File: config.mk
export PLATFORM = sky130hd
export DESIGN_NAME = hbr_step
export DESIGN_NICKNAME = d
export VERILOG_FILES = /design/src/hbr_pkg.sv /design/src/hbr_step.sv
export SDC_FILE = /design/constraint.sdc
export NUM_CORES = 1
export LEC_CHECK = 0
export ABC_AREA = 1
export ABC_CLOCK_PERIOD_IN_PS = 1500
export BUFFER_PORTS_ARGS = -buffer_cell sky130_fd_sc_hd__buf_2
export CAP_MARGIN = 20
export CORE_ASPECT_RATIO = 1.2
export CORE_MARGIN = 2
export CORE_UTILIZATION = 45
export DETAILED_ROUTE_END_ITERATION = 16
export PLACE_DENSITY = 0.76
export SLEW_MARGIN = 15
export SYNTH_ARGS = -nofsm -noshare
export SYNTH_HDL_FRONTEND = slang
export SYNTH_SLANG_ARGS = --single-unit
File: constraint.sdc
create_clock -name clk -period 1.5 [get_ports clk]
set_input_delay 0.15 -clock clk [delete_from_list [all_inputs] [get_ports clk]]
set_output_delay 0.15 -clock clk [all_outputs]
set_load 0.05 [all_outputs]
File: src/hbr_pkg.sv
`timescale 1ns / 1ps

package hbr_pkg;

	// Number of bisection steps, one pipeline stage each
	localparam int BISECT_STEPS = 30;

	// Accumulator width: grey term below 2^(N+16), step term below 2^(N+17), plus sign
	localparam int ACC_W = BISECT_STEPS + 19;

	// Width of the luma sum and of a channel direction (magnitude below 2^17)
	localparam int SUM_W = 18;

	typedef logic signed [ACC_W-1:0] acc_t;
	typedef logic signed [SUM_W-1:0] sum_t;
	typedef logic signed [8:0]       diff_t;

	// Fit window: -255*2^N < num < 256*255*2^N
	localparam acc_t DEN     = ACC_W'({8'd255, {BISECT_STEPS{1'b0}}});
	localparam acc_t NEG_DEN = -DEN;
	localparam acc_t LIM     = ACC_W'({8'd255, {(BISECT_STEPS + 8){1'b0}}});

	typedef struct packed {
		logic [7:0] hue_index;
		logic [7:0] brightness;
	} hue_t;

	typedef struct packed {
		logic [7:0] red;
		logic [7:0] green;
		logic [7:0] blue;
	} rgb_t;

	// One bisection stage's beat: numerator at the last fitting rate, and next increment
	typedef struct packed {
		acc_t [2:0] acc;
		acc_t [2:0] inc;
	} step_t;

	localparam logic [7:0] RAMP_UP [0:42] = '{
		8'd0, 8'd6, 8'd12, 8'd18, 8'd24, 8'd30, 8'd36, 8'd43, 8'd49, 8'd55, 8'd61,
		8'd67, 8'd73, 8'd79, 8'd85, 8'd91, 8'd97, 8'd103, 8'd109, 8'd115, 8'd121,
		8'd128, 8'd134, 8'd140, 8'd146, 8'd152, 8'd158, 8'd164, 8'd170, 8'd176,
		8'd182, 8'd188, 8'd194, 8'd200, 8'd206, 8'd214, 8'd219, 8'd225, 8'd231,
		8'd237, 8'd243, 8'd249, 8'd255
	};

	localparam logic [7:0] RAMP_DOWN [0:42] = '{
		8'd250, 8'd244, 8'd238, 8'd232, 8'd226, 8'd220, 8'd213, 8'd208, 8'd202,
		8'd196, 8'd190, 8'd184, 8'd178, 8'd172, 8'd166, 8'd160, 8'd154, 8'd148,
		8'd142, 8'd136, 8'd130, 8'd125, 8'd119, 8'd113, 8'd107, 8'd101, 8'd95,
		8'd89, 8'd83, 8'd77, 8'd71, 8'd65, 8'd59, 8'd53, 8'd47, 8'd42, 8'd36,
		8'd30, 8'd24, 8'd18, 8'd12, 8'd6, 8'd0
	};

	localparam logic [7:0] RAMP_TAIL [0:4] = '{8'd25, 8'd20, 8'd15, 8'd10, 8'd5};

	// Saturated colour of the wheel at a hue
	function automatic rgb_t wheel_rom(input logic [7:0] idx);
		rgb_t       c;
		logic [7:0] off;
		logic [7:0] off2;
		c    = '0;
		off  = 8'd0;
		off2 = 8'd0;
		if (idx < 8'd43) begin
			c.red   = 8'd0;
			c.green = 8'd255;
			c.blue  = RAMP_UP[idx[5:0]];
		end else if (idx < 8'd86) begin
			off     = idx - 8'd43;
			c.red   = 8'd0;
			c.green = RAMP_DOWN[off[5:0]];
			c.blue  = 8'd255;
		end else if (idx < 8'd128) begin
			off     = idx - 8'd85;
			c.red   = RAMP_UP[off[5:0]];
			c.green = 8'd0;
			c.blue  = 8'd255;
		end else if (idx < 8'd171) begin
			off     = idx - 8'd128;
			c.red   = 8'd255;
			c.green = 8'd0;
			c.blue  = RAMP_DOWN[off[5:0]];
		end else if (idx < 8'd213) begin
			off     = idx - 8'd170;
			c.red   = 8'd255;
			c.green = RAMP_UP[off[5:0]];
			c.blue  = 8'd0;
		end else begin
			off = idx - 8'd213;
			if (off < 8'd38) begin
				c.red = RAMP_DOWN[off[5:0]];
			end else begin
				off2  = off - 8'd38;
				c.red = RAMP_TAIL[off2[2:0]];
			end
			c.green = 8'd255;
			c.blue  = 8'd0;
		end
		return c;
	endfunction

endpackage

File: src/hbr_step.sv
`timescale 1ns / 1ps

module hbr_step (
	input  logic           clk,
	input  logic           arst_n,
	input  logic           en,
	input  logic           valid,
	input  hbr_pkg::step_t data,
	output logic           valid_s1,
	output hbr_pkg::step_t data_s1
);
	import hbr_pkg::*;

	acc_t  cand [3];
	logic  fit;
	step_t nxt;

	// Try the midpoint rate; keep it only if all three channels land in range
	always_comb begin
		fit = 1'b1;
		for (int i = 0; i < 3; i++) begin
			cand[i] = $signed(data.acc[i]) + $signed(data.inc[i]);
			if (!(cand[i] > NEG_DEN && cand[i] < LIM)) begin
				fit = 1'b0;
			end
		end
		for (int i = 0; i < 3; i++) begin
			nxt.acc[i] = fit ? cand[i] : $signed(data.acc[i]);
			nxt.inc[i] = $signed(data.inc[i]) >>> 1;
		end
	end

	// Advance the beat when the pipeline moves
	always_ff @(posedge clk or negedge arst_n) begin
		if (!arst_n) begin
			valid_s1 <= 1'b0;
		end else if (en) begin
			valid_s1 <= valid;
		end
	end

	always_ff @(posedge clk) begin
		if (en) begin
			data_s1 <= nxt;
		end
	end

endmodule

==> results of run 1 <==
-- cells by family after synthesis --
logic type,after synthesis
and+or+nand+nor,2390
AOI/OAI and AO/OA,315
adders and majority gates,147
DFF,292
xor gates and xnor gates,30
buffers and inverters,921
muxes,1
-- metrics by stage --
step	setup slack [ns]	setup TNS (ns)	util, %	instance area [sq um]
4_1_cts	-1.30	-181.98	75.6	43900
3_5_place_dp	-2.46	-340.10	63.6	36900
3_3_place_gp	-2.48	-343.25	63.6	36900
2_1_floorplan	-1.23	-176.13	-	26600
-- routing by layer --
metal / overflow / global-route usage, %
met5: 0 / 9.19
met4: 7 / 66.9
met3: 2 / 38.9
met2: 4 / 87.7
met1: 0 / 63.8
-- what timing repair did --
item                                    in CTS
setup buffers                               58
gates cloned                                22
hold buffers                               248
pin swaps                                  123
endpoints found under the setup margin     149
resized for setup                          527
endpoints found under the hold margin      247
==> flow_summary.json, run 1 <==
{
  "synthesis.area_per_instance_sq_um": 6.43,
  "ys_warn_count": 0,
  "start_util_pct": 45.3,
  "synthTopCellsByCount": "nand2_1 (1,537), inv_1 (822), nor2_1 (351)",
  "cts_buffers": 31,
  "yosysTopAreaCell": "edfxtp_1",
  "crit_endpoint": "data_s1[228]$_DFFE_PP_/D",
  "synthTopCellsByArea": "edfxtp_1 (33%), nand2_1 (22%), inv_1 (12%)",
  "syn_area_sq_mm": 0.0263,
  "dpl.cell_count": 6260,
  "port_buffers": 592,
  "synthAdderAreaFrac_pct": 7.07,
  "yosys_most_used_dff": "edfxtp_1",
  "dp_hpwl_microns": 98300,
  "io_pins": 593,
  "htree_levels": 1,
  "grtUsageTotal_pct": 64.0,
  "worstEpCategory": "sequential cell input",
  "die_x_microns": 225,
  "syn_inst": 4096,
  "grt_max_degree": 54,
  "synth_xor_area_share_pct": 0.998,
  "chipHeight_microns": 269,
  "fp-row-count": 97,
  "routabilityCongestion": 1.06,
  "synth_nets": 4541,
  "synthSimpleGateAreaFrac_pct": 37.3,
  "yosysMostFrequentCell": "nand2_1",
  "synthArstFlopShare_pct": 0.342,
  "ys_types": 41,
  "root_buffer": "clkbuf_16",
  "ys_seq_area_share_pct": 33.3,
  "outcome": "aborted with a tool error",
  "outcome.stop_stage": "5_1_grt",
  "synth_compound_area_share_pct": 7.61,
  "muxShareOfSynthArea_pct": 0.0428,
  "overflow": 13,
  "clockBufferDepth": 3,
  "firstError": "[ERROR GRT-0232] Routing congestion too high. Check the congestion heatmap in the GUI.",
  "ys_ff_latch": 292,
  "post-synth-top-area-fraction_pct": 33.2,
  "synth_edf_count": 291,
  "clkSinkCount": 292,
  "synth_top_family_by_area": "simple AND/OR/NAND/NOR gates"
}
==> run 2: changes to the inputs <==
- CORE_ASPECT_RATIO: 1.2 -> default
- CORE_UTILIZATION: 45 -> 30
- PLACE_DENSITY: 0.76 -> default
- PLACE_DENSITY_LB_ADDON: default -> 0.15
==> run 2 against run 1 <==
Net effect:
- synthesized cell count unchanged
- synthesized area unchanged
- the flow now finishes, with violations (negative setup slack)
==> flow_summary.json, run 2 <==
{
  "final_common_cell": "nand2_1",
  "fp-row-count": 108,
  "yosys_most_used_dff": "edfxtp_1",
  "yosysMostFrequentCell": "nand2_1",
  "dieArea_sq_mm": 0.0901,
  "tritoncts": "done",
  "grt_setup_unrepaired": "yes",
  "via_count": 32300,
  "clockBufferDepth": 3,
  "chipHeight_microns": 300,
  "synth_edf_count": 291,
  "critPathKind": "in -> reg",
  "die_x_microns": 300,
  "drtIter0Drc": 2119,
  "post-synth-top-area-fraction_pct": 33.2,
  "regMostFlops": "data_s1",
  "yosysTopAreaCell": "edfxtp_1",
  "crit_top_cell": "nand2_1",
  "port_buffers": 592,
  "drtAntennaViolNets": 0,
  "root_buffer": "clkbuf_16",
  "layout_common_cells": "nand2_1 (1,377), buf_4 (889), inv_1 (811)",
  "area_delta_synth_final_pct": 68.2,
  "core-area_sq_mm": 0.0869,
  "drc": 0,
  "largest_reg_flops": 291,
  "crit_path_cell_trace": "buf_2 -> ha_4 -> inv_2 -> fa_2 -> inv_4 -> nand3_4 -> nor2_4 -> or2_0 -> nand2_1 -> nand3_2 -> buf_4 -> xor2_2 -> nand2_1 -> nor2_2 -> nand2_2 -> nor3_2 -> buf_4 -> nand3_2 -> nand3_4 -> inv_12 -> bufbuf_16 -> nand3_1 -> nand2_1",
  "worst_skew_pair.late_latency_ns": 0.58,
  "crit_path_max_fanout": 9,
  "dp_slack_ns": -2.35,
  "ys_types": 41,
  "worst_pin_slew_ns": 0.379,
  "vias_per_cell": 4.59,
  "critPathCaptureType": "register",
  "dp_hpwl_microns": 104000,
  "outcome": "finished with violations",
  "maxCapViolCount": 0,
  "syn_area_sq_mm": 0.0263,
  "grt_pass1_vias": 31900,
  "cts_buffers": 38,
  "first_pass_iters": 6,
  "peakVddDrop_mv": 0.883,
  "synth_nets": 4541,
  "routed_wl_microns": 128000,
  "htree_levels": 2,
  "io_pins": 593,
  "postPlaceCellArea_sq_mm": 0.0376,
  "ys_ff_latch": 292,
  "fin_area_sq_mm": 0.0443,
  "p_per_area_mw_per_mm2": 828,
  "routabilityCongestion": 0.987,
  "fin_crit_ns": 2.91,
  "setup_viol": 147,
  "grt_max_degree": 48,
  "cp_slowest_stage_delay_ns": 0.41,
  "wl_per_cell_microns": 18.2,
  "start_util_pct": 30.3,
  "skew_ns": 0,
  "syn_inst": 4096,
  "relSlewSlack_pct": 74.5,
  "overflow": 0,
  "ys_warn_count": 0,
  "synthTopCellsByCount": "nand2_1 (1,537), inv_1 (822), nor2_1 (351)",
  "fin_ws_ns": -1.41,
  "cp.required_ns": 1.84,
  "synthArstFlopShare_pct": 0.342,
  "clkSinkCount": 292,
  "fin_crit_sh_pct": 194,
  "cp-start-kind": "primary input",
  "fmax_ghz": 0.344,
  "fin_nets": 6292,
  "cts.clk_slew.worst_paths_ns": 0.05,
  "arrival_ns": 3.25,
  "grtUsageTotal_pct": 27.4,
  "top_regs": "data_s1 x291, valid_s1 x1",
  "grt_pass1_wl_microns": 188000,
  "drive_gt1_share_pct": 36.2,
  "hp-class": "in -> reg",
  "slowest_stage": "fa_2",
  "synthesis.area_per_instance_sq_um": 6.43,
  "antenna_found_initial": 9,
  "violations": "negative setup slack",
  "synthTopCellsByArea": "edfxtp_1 (33%), nand2_1 (22%), inv_1 (12%)",
  "p_leak_nw": 23.2,
  "drv_slew": 0,
  "tns_ns": -198.18,
  "ys_seq_area_share_pct": 33.3,
  "finalHoldViolCount": 0
}
[run 2: cell counts after synthesis]
Identical to the previous run, type by type.
[run 2: timing repair]
item,CTS,global route
cloned,12,4
resized for setup,356,223
buffers inserted,24,11
endpoints found under the setup margin,156,154
hold buffers,237,0
endpoints found under the hold margin,252,0
pin swaps,42,51
[run 2: final cells by class]
class                      count  area, sq um
timing repair buffer        1775        13300
clock inverter                19          166
multi-input combinational   2884        16300
clock buffer                  47         1010
antenna                        8         20.0
inverter                     856         3230
tap                         1155         1450
fill                        8711        42600
sequential                   292         8760
[run 2: per-stage QoR]
| step | hold slack [ns] | power (mW) | utilization (%) | instances |
|---|---|---|---|---|
| final | 0.0487 | 36.7 | 50.9 | 7036 |
| after global placement | -0.0749 | 25.3 | 43.2 | 6674 |
| after global routing | 0.0281 | 38.5 | 50.9 | 7032 |
| after floorplan | -0.146 | 18.1 | - | 4096 |
| after CTS | 0.00346 | 36.3 | 49.8 | 7013 |
| after detailed placement | -0.0742 | 25.3 | 43.2 | 6674 |
[run 2: power by group]
group / switching [mW] / total [mW] / internal [mW]
registers: 0.213 / 9.95 / 9.74
logic: 10.6 / 17.7 / 7.19
clock network: 3.84 / 8.96 / 5.12
[run 2: final timing paths]
check | startpoint | cells after the start | slack, ns | to
setup / recovery | data[98] | 23 | -1.41 | data_s1[279]$_DFFE_PP_
hold / removal | data[249] | 4 | 0.05 | data_s1[249]$_DFFE_PP_
setup reg to reg | valid_s1$_DFFE_PN0P_ | 1 | 0.77 | valid_s1$_DFFE_PN0P_
hold reg to reg | valid_s1$_DFFE_PN0P_ | 1 | 0.50 | valid_s1$_DFFE_PN0P_
max in group asynchronous | arst_n | 3 | 1.00 | valid_s1$_DFFE_PN0P_
min in group asynchronous | arst_n | 3 | 0.40 | valid_s1$_DFFE_PN0P_
[run 2: cells by family after synthesis]
group	after synthesis	share of synthesized area, %
and+or+nand+nor	2390	37.3
AOI/OAI and AO/OA	315	7.61
buffers and inverters	921	13.7
DFF	292	33.3
muxes	1	0.0428
xor gates and xnor gates	30	0.998
adders and majority gates	147	7.07
[run 2: layer usage]
| metal | wire length (microns) | GRT usage [%] |
|---|---|---|
| met3 | 7010 | 3.79 |
| met4 | 3500 | 6.74 |
| met1 | 55100 | 35.0 |
| met2 | 62300 | 48.5 |
| met5 | 13 | 0 |
[run 2: critical path, delay by kind of cell]
family	cells	cell delay [ns]
simple gates	13	1.43
buf+inv	7	0.92
fa+ha+maj	2	0.55
xor+xnor	1	0.15
Note: power is estimated with default switching activity, not from simulation.
